$ cat config.mk
export PLATFORM = sky130hd
export DESIGN_NAME = f2pm_sequencer
export DESIGN_NICKNAME = d
export VERILOG_FILES = /design/src/hw/rtl/f2pm_pkg.sv /design/src/hw/rtl/f2pm_sequencer.sv
export SDC_FILE = /design/constraint.sdc
export NUM_CORES = 1
export LEC_CHECK = 0
export BUFFER_PORTS_ARGS = -buffer_cell sky130_fd_sc_hd__buf_4
export CORE_AREA = 2 2 46 48
export CTS_BUF_LIST = sky130_fd_sc_hd__clkbuf_2 sky130_fd_sc_hd__clkbuf_4 sky130_fd_sc_hd__clkbuf_8
export DETAILED_ROUTE_END_ITERATION = 10
export DIE_AREA = 0 0 48 50
export PLACE_DENSITY = 0.82
export REMOVE_ABC_BUFFERS = 1
export SETUP_SLACK_MARGIN = 0.1
export SLEW_MARGIN = 20
export SYNTH_ARGS = -nofsm -noshare
export SYNTH_HDL_FRONTEND = slang
export SYNTH_SLANG_ARGS = --single-unit
$ cat constraint.sdc
create_clock -name clk -period 3.95 [get_ports clk]
set_input_delay 0.1975 -clock clk [delete_from_list [all_inputs] [get_ports clk]]
set_output_delay 0.1975 -clock clk [all_outputs]
set_load 0.01 [all_outputs]
$ cat src/hw/rtl/f2pm_pkg.sv
// ----------------------------------------------------------------------------
// f2pm_pkg
// Shared types, codes and constants of the two-dimensional prefix-max tree.
// ----------------------------------------------------------------------------
package f2pm_pkg;

  localparam int COORD_W        = 11;
  localparam int VALUE_W        = 48;
  localparam int SIZE_W         = 11;
  localparam int MAX_SIZE_DEF   = 1024;
  localparam int VALUE_BITS_DEF = 48;
  localparam int APB_AW         = 2;
  localparam int APB_DW         = 32;
  localparam int STEP_W         = 4;

  localparam logic [SIZE_W-1:0] SIZE_RESET       = 11'd1024;
  localparam logic [APB_AW-1:0] ADDR_SIZE_IN_USE = 2'd0;

  localparam logic REQ_UPDATE = 1'b0;
  localparam logic REQ_QUERY  = 1'b1;

  typedef struct packed {
    logic                      req_type;
    logic [COORD_W-1:0]        x_coord;
    logic [COORD_W-1:0]        y_coord;
    logic signed [VALUE_W-1:0] value;
  } req_t;

  typedef struct packed {
    logic signed [VALUE_W-1:0] max_value;
    logic                      found;
  } rsp_t;

  typedef enum logic [3:0] {
    OP_LOAD,
    OP_NOP,
    OP_READ,
    OP_UPD_WRITE,
    OP_X_UP,
    OP_FOLD,
    OP_X_DN,
    OP_EMIT,
    OP_CLEAR
  } op_t;

  typedef enum logic [3:0] {
    C_NEXT,
    C_JUMP,
    C_WAIT_IN,
    C_WAIT_OUT,
    C_CLEAR,
    C_QUERY,
    C_REJECT,
    C_Y_UP_MORE,
    C_X_UP_DONE,
    C_Y_DN_MORE,
    C_X_DN_DONE,
    C_Q_EMPTY
  } cond_t;

  typedef struct packed {
    op_t               op;
    cond_t             cond;
    logic [STEP_W-1:0] target;
  } ctrl_t;

  typedef struct packed {
    logic accept;
    logic is_query;
    logic upd_ok;
    logic y_up_more;
    logic x_up_more;
    logic y_dn_more;
    logic x_dn_more;
    logic q_empty;
    logic out_free;
    logic clr_last;
  } status_t;

endpackage

$ cat src/hw/rtl/f2pm_sequencer.sv
// ----------------------------------------------------------------------------
// f2pm_sequencer
// Step counter and control store that walk the tree for updates and queries.
// ----------------------------------------------------------------------------
module f2pm_sequencer (
  input  logic              clk,
  input  logic              rst,
  input  f2pm_pkg::status_t status,
  output f2pm_pkg::ctrl_t   ctrl
);

  localparam logic [f2pm_pkg::STEP_W-1:0] S_IDLE   = 4'd0;
  localparam logic [f2pm_pkg::STEP_W-1:0] S_DISP   = 4'd1;
  localparam logic [f2pm_pkg::STEP_W-1:0] S_UCHK   = 4'd2;
  localparam logic [f2pm_pkg::STEP_W-1:0] S_U_RD   = 4'd3;
  localparam logic [f2pm_pkg::STEP_W-1:0] S_U_WR   = 4'd4;
  localparam logic [f2pm_pkg::STEP_W-1:0] S_U_NX   = 4'd5;
  localparam logic [f2pm_pkg::STEP_W-1:0] S_U_RD2  = 4'd6;
  localparam logic [f2pm_pkg::STEP_W-1:0] S_Q_INIT = 4'd7;
  localparam logic [f2pm_pkg::STEP_W-1:0] S_Q_RD   = 4'd8;
  localparam logic [f2pm_pkg::STEP_W-1:0] S_Q_ACC  = 4'd9;
  localparam logic [f2pm_pkg::STEP_W-1:0] S_Q_NX   = 4'd10;
  localparam logic [f2pm_pkg::STEP_W-1:0] S_Q_RD2  = 4'd11;
  localparam logic [f2pm_pkg::STEP_W-1:0] S_Q_DONE = 4'd12;
  localparam logic [f2pm_pkg::STEP_W-1:0] S_CLR    = 4'd13;

  function automatic f2pm_pkg::ctrl_t rom_word(input logic [f2pm_pkg::STEP_W-1:0] step);
    f2pm_pkg::ctrl_t w;
    unique case (step)
      S_IDLE:   w = '{f2pm_pkg::OP_LOAD,      f2pm_pkg::C_WAIT_IN,   S_IDLE};
      S_DISP:   w = '{f2pm_pkg::OP_NOP,       f2pm_pkg::C_QUERY,     S_Q_INIT};
      S_UCHK:   w = '{f2pm_pkg::OP_NOP,       f2pm_pkg::C_REJECT,    S_IDLE};
      S_U_RD:   w = '{f2pm_pkg::OP_READ,      f2pm_pkg::C_NEXT,      S_IDLE};
      S_U_WR:   w = '{f2pm_pkg::OP_UPD_WRITE, f2pm_pkg::C_Y_UP_MORE, S_U_RD};
      S_U_NX:   w = '{f2pm_pkg::OP_X_UP,      f2pm_pkg::C_X_UP_DONE, S_IDLE};
      S_U_RD2:  w = '{f2pm_pkg::OP_READ,      f2pm_pkg::C_JUMP,      S_U_WR};
      S_Q_INIT: w = '{f2pm_pkg::OP_NOP,       f2pm_pkg::C_Q_EMPTY,   S_Q_DONE};
      S_Q_RD:   w = '{f2pm_pkg::OP_READ,      f2pm_pkg::C_NEXT,      S_IDLE};
      S_Q_ACC:  w = '{f2pm_pkg::OP_FOLD,      f2pm_pkg::C_Y_DN_MORE, S_Q_RD};
      S_Q_NX:   w = '{f2pm_pkg::OP_X_DN,      f2pm_pkg::C_X_DN_DONE, S_Q_DONE};
      S_Q_RD2:  w = '{f2pm_pkg::OP_READ,      f2pm_pkg::C_JUMP,      S_Q_ACC};
      S_Q_DONE: w = '{f2pm_pkg::OP_EMIT,      f2pm_pkg::C_WAIT_OUT,  S_IDLE};
      S_CLR:    w = '{f2pm_pkg::OP_CLEAR,     f2pm_pkg::C_CLEAR,     S_IDLE};
      default:  w = '{f2pm_pkg::OP_NOP,       f2pm_pkg::C_JUMP,      S_IDLE};
    endcase
    return w;
  endfunction

  logic [f2pm_pkg::STEP_W-1:0] pc;
  logic [f2pm_pkg::STEP_W-1:0] pc_next;
  logic [f2pm_pkg::STEP_W-1:0] pc_inc;

  assign ctrl   = rom_word(pc);
  assign pc_inc = pc + f2pm_pkg::STEP_W'(1);

  always_comb begin
    case (ctrl.cond)
      f2pm_pkg::C_NEXT:      pc_next = pc_inc;
      f2pm_pkg::C_JUMP:      pc_next = ctrl.target;
      f2pm_pkg::C_WAIT_IN:   pc_next = status.accept ? pc_inc : pc;
      f2pm_pkg::C_WAIT_OUT:  pc_next = status.out_free ? ctrl.target : pc;
      f2pm_pkg::C_CLEAR:     pc_next = status.clr_last ? ctrl.target : pc;
      f2pm_pkg::C_QUERY:     pc_next = status.is_query ? ctrl.target : pc_inc;
      f2pm_pkg::C_REJECT:    pc_next = !status.upd_ok ? ctrl.target : pc_inc;
      f2pm_pkg::C_Y_UP_MORE: pc_next = status.y_up_more ? ctrl.target : pc_inc;
      f2pm_pkg::C_X_UP_DONE: pc_next = !status.x_up_more ? ctrl.target : pc_inc;
      f2pm_pkg::C_Y_DN_MORE: pc_next = status.y_dn_more ? ctrl.target : pc_inc;
      f2pm_pkg::C_X_DN_DONE: pc_next = !status.x_dn_more ? ctrl.target : pc_inc;
      f2pm_pkg::C_Q_EMPTY:   pc_next = status.q_empty ? ctrl.target : pc_inc;
      default:               pc_next = S_IDLE;
    endcase
  end

  always_ff @(posedge clk) begin
    if (rst) begin
      pc <= S_CLR;
    end else begin
      pc <= pc_next;
    end
  end

endmodule

# Yosys cells after proc, flatten, opt, wreduce, memory -nomap -nowiden
# Memory sizes are Yosys's and may differ from the RTL's. A register that Yosys moved wholly into a read port is not among the register bits.
# Cells that the tools add are included.
# totals
ff_bits,4
romBits,192
inputBits,12
out_inout_bits,12
wordCells,32
n_memories,1
# classes
addsub,1
n_eq_ne,14
n_mux,13
reduce_logical,2
# mem_list
memory,words,width,rd,rd_ports_with_merged_regs,write_ports,line_no,rtl
(no name shown),16,12,1,1,0,f2pm_sequencer.sv:29,unique case (step)
# ops
operator,n
$mux W4,12
$pmux W4 S12,1
$eq A4 B3 Y1 const B,4
$eq A4 B4 Y1 const B,4
$eq A4 B2 Y1 const B,2
$ne A2 B2 Y1 const B,3
$add A4 B1 Y4 const B,1
$eq A4 B1 Y1 const B,1
$logic_not A4 Y1,1
$reduce_and A3 Y1,1

# Longest topological paths before layout
# depth
ltp_word,5
mapped_depth,11
mapped_depth_nobuf,10

# Worst setup path before layout
# OpenSTA, ideal clock, no wires.
# synth_path
path_kind,register -> register
startpoint,register ctrl[5] (netlist name)
endpoint,register ctrl[10] (netlist name)
setup_ns,0.117
arrival_time_ns,2.366
t_required_ns,3.833
path_slack_ns,1.467
stages_incl_launch_ff,11
path_buffers,1
synth_period_minus_slack_ns,2.483
cell_sequence,dfxtp_1 -> buf_6 -> mux2i_1 -> nand2_1 -> a221oi_1 -> o21ai_0 -> a31oi_1 -> inv_1 -> ha_1 -> mux2i_1 -> a22o_1
# synth_via
elab_chain_cells,5
word_cells_on_any_way,19
classes_between,eq/ne (14); mux (3); reduce/logical (2)
# synth_lines
element,line_no,rtl
$eq A4 B2 Y1 / $eq A4 B3 Y1 (equally long branches),f2pm_sequencer.sv:57,case (ctrl.cond)
$ne A2 B2 Y1 (no line),--,
$reduce_and A3 Y1 (no line),--,
$mux W4 (no line) (*) (2 in a row),--,
# Mark *: on every way between the ends. The rest lies on a longest branch, timed or not.
# A chain may end at the register's enable or synchronous reset.

# Worst setup path in the final report
# layout_path
startpoint,register ctrl[5] (netlist name)
endpoint,register ctrl[10] (netlist name)
# layout_via
elab_chain_cells,5
word_cells_on_any_way,19
classes_between,eq/ne (14); mux (3); reduce/logical (2)
# layout_lines
element,line_no
$eq A4 B2 Y1 / $eq A4 B3 Y1 (equally long branches),f2pm_sequencer.sv:57
$ne A2 B2 Y1 (no line),--
$reduce_and A3 Y1 (no line),--
$mux W4 (no line) (*) (2 in a row),--
# Marked as above.

==> results.py <==
metrics = {
    "clock_network": {
        "post_cts_resized": 0,
        "cts_buffers": 3,
        "clkSinkCount": 16,
        "postCtsSetupBuffers": 0,
        "path_clk_slew_ns": 0.09,
        "cts_tree": "built",
        "ctsHoldBuffers": 0,
        "htreeDepth": 1,
        "clk_latency_ns": 0.29,
        "cts-root-buf": "clkbuf_4",
        "cts_buffer_depth": 2,
    },
    "placed_design": {
        "port_buffers": 23,
        "dp.final_hpwl_um": 1770,
        "place.gp.congestion": 0.890,
        "dp_slack_ns": 1.02,
    },
    "logic_synthesis": {
        "ys_ff_latch": 16,
        "synthDistinctLibCells": 42,
        "post_synth.cell_area_avg_um2": 9.43,
        "synthCells": 116,
        "ys_seq_area_share_pct": 29.3,
        "synth_area_um2": 1090,
        "synth_flop_cell": "dfxtp_1",
        "synth_warnings": 0,
        "async_flop_share_pct": 0,
        "synth-edff-count": 0,
    },
    "worst_setup_path": {
        "cp-start-kind": "flip-flop",
        "crit_end": "ctrl[10]",
        "worstSetupPathType": "flip-flop to flip-flop",
        "r2r-start": "ctrl[5]",
        "ff2ff_setup_slack_ns": 0.98,
        "reg2reg_to": "ctrl[10]",
        "required_ns": 4.14,
        "r2r_cells": 9,
        "cp_max_fo": 12,
        "crit_path_end_kind": "flip-flop",
        "startpoint": "ctrl[5]",
        "arrival_ns": 3.16,
    },
    "power_and_ir_drop": {
        "peakVddDrop_mv": 0.506,
        "p_sw_share_pct": 45.5,
        "power_frac_seq_pct": 28.2,
        "combPwrFrac_pct": 62.6,
        "p_per_area_nw_per_um2": 915,
        "power_switching_uw": 535,
        "leakage_uw": 0.000613,
        "p_int_uw": 641,
        "total_power_uw": 1180,
        "clockPowerShare_pct": 9.2,
    },
    "die": {
        "core_um2": 1900,
        "chipHeight_um": 50,
        "ioPinCount": 24,
        "num_rows": 16,
        "die-width_um": 48,
        "start_util_pct": 57.5,
        "fp.dieArea_um2": 2400,
    },
    "timing": {
        "worst_pin_slew_ns": 0.676,
        "setup_tns_ns": 0,
        "worst_slew_margin_rel_pct": 55.0,
        "hold_slack_ns": 0.242,
        "drv_slew": 0,
        "hold_violations": 0,
        "timing.final.ws_setup_ns": 0.984,
        "final.period_utilization_pct": 75.1,
        "grt_setup_unrepaired": "false",
        "min_period_ns": 2.97,
        "fin_skew_ns": 0.00134,
        "fmax_mhz": 337,
        "finalSetupViolations": 0,
    },
    "outcome": {
        "outcome": "finished, final reports clean",
    },
    "global_routing": {
        "grt_pass1_wl_um": 3590,
        "antenna_found_initial": 0,
        "grt_util_all_layers_pct": 20.8,
        "grt_pass1_vias": 877,
        "grt_remaining_overflow": 0,
        "grt_max_degree": 18,
    },
    "route": {
        "vias": 934,
        "drt_iter0_markers": 10,
        "totalWireLength_um": 2300,
        "ant_nets": 0,
        "viasPerCell": 5.70,
        "drc_errors": 0,
        "dr.pass1.iters": 4,
        "wl_per_cell_um": 14.0,
    },
    "worst_hold_path": {
        "holdCritPathClass": "input pin to flip-flop",
    },
    "flow_run": {
        "drv_cap": 0,
    },
    "cells_and_area": {
        "drive_gt1_share_pct": 25.5,
        "antenna_cells": 0,
        "areaGrowthSynthToFinish_pct": 17.5,
        "finalNetCount": 157,
    },
}
registers in the layout, summed over array words and instances (netlist names):
register	cells
ctrl	12
pc	4
synthesized netlist by cell type (3+ instances only):
master | count | area (µm²)
buf_6 | 3 | 33.8
dfxtp_1 | 16 | 320
a21o_1 | 5 | 37.5
nand2_1 | 5 | 18.8
nor3_1 | 3 | 15.0
ha_1 | 7 | 87.6
inv_1 | 8 | 30.0
nor2b_1 | 4 | 25.0
mux2i_1 | 10 | 100
nand3_1 | 4 | 20.0
a221o_1 | 4 | 40.0
nor2_1 | 6 | 22.5
o21ai_0 | 3 | 15.0
how the worst min path moves through the flow:
stage | slack, ns | startpoint | to | depth (start not counted)
2_1_floorplan | 0.39 | rst | pc[1] | 3
3_3_place_gp | 0.51 | ctrl[1] | pc[1] | 2
5_1_grt | 0.26 | rst | pc[1] | 4
6_report | 0.24 | rst | pc[0] | 3
3_5_place_dp | 0.51 | ctrl[1] | pc[1] | 2
4_1_cts | 0.23 | rst | pc[1] | 4
routing by layer:
metal	routed length (µm)	vias up	global-route usage, %
met4	49	0	10.4
met2	1090	32	33.1
li1	-	468	-
met1	1070	427	25.8
met5	0	-	0
met3	95	7	3.30
worst max-delay path, cell delays in order, from the launching register on:
cell and delay, ns:
dfxtp_1 0.56, mux2i_1 0.27, nand2_1 0.09, a221oi_1 0.36, o21ai_0 0.17, a31oi_1 0.54
inv_1 0.17, ha_1 0.39, mux2i_1 0.11, a22o_1 0.21
power groups by stage:
stage,clock (µW),sequential [µW],combinational (µW)
2_1_floorplan,0,336,526
3_3_place_gp,0,328,716
3_5_place_dp,0,331,734
4_1_cts,109,327,737
5_1_grt,116,340,815
6_report,108,331,736
final cells by class:
| type | count | area [µm²] |
|---|---|---|
| tap | 27 | 33.8 |
| sequential | 16 | 320 |
| fill | 147 | 617 |
| timing repair buffer | 23 | 173 |
| inverter | 9 | 36.3 |
| multi-input combinational | 85 | 686 |
| clock buffer | 4 | 36.3 |
stage by stage:
step	instance area, µm²	cells	util [%]
5_1_grt	1280	164	67.6
3_5_place_dp	1250	160	65.7
4_1_cts	1280	164	67.6
2_1_floorplan	1040	110	-
6_report	1280	164	67.6
3_3_place_gp	1250	160	65.7
kinds of logic (layout without fill, tap and decap cells):
logic type	Yosys count	count (layout)	share of synthesized area [%]
XOR/XNOR	3	3	2.40
AND/OR/NAND/NOR	33	33	17.7
buffers and inverters	15	36	8.01
flip-flops	16	16	29.3
AO/OA/AOI/OAI	32	32	25.4
multiplexers	10	10	9.15
adder cells (fa/ha/maj)	7	7	8.01
cell usage in the layout (no fill, tap or decap), drive strengths merged:
cell type  count
a211oi         2
a21boi         1
a21o           5
a21oi          2
a221o          4
a221oi         3
a22o           2
a31oi          2
a32oi          1
and2           4
and2b          1
and3           2
buf           23
clkbuf         4
dfxtp         16
ha             7
inv            9
mux2i         10
nand2          5
nand2b         1
nand3          4
nand4bb        1
nor2           6
nor2b          4
nor3           3
nor4b          1
nor4bb         1
o211ai         2
o21a           1
o21ai          3
o21bai         1
o221ai         1
o2bb2ai        1
o32a           1
xnor2          1
xor2           2
(Power assumes the default switching activity.)
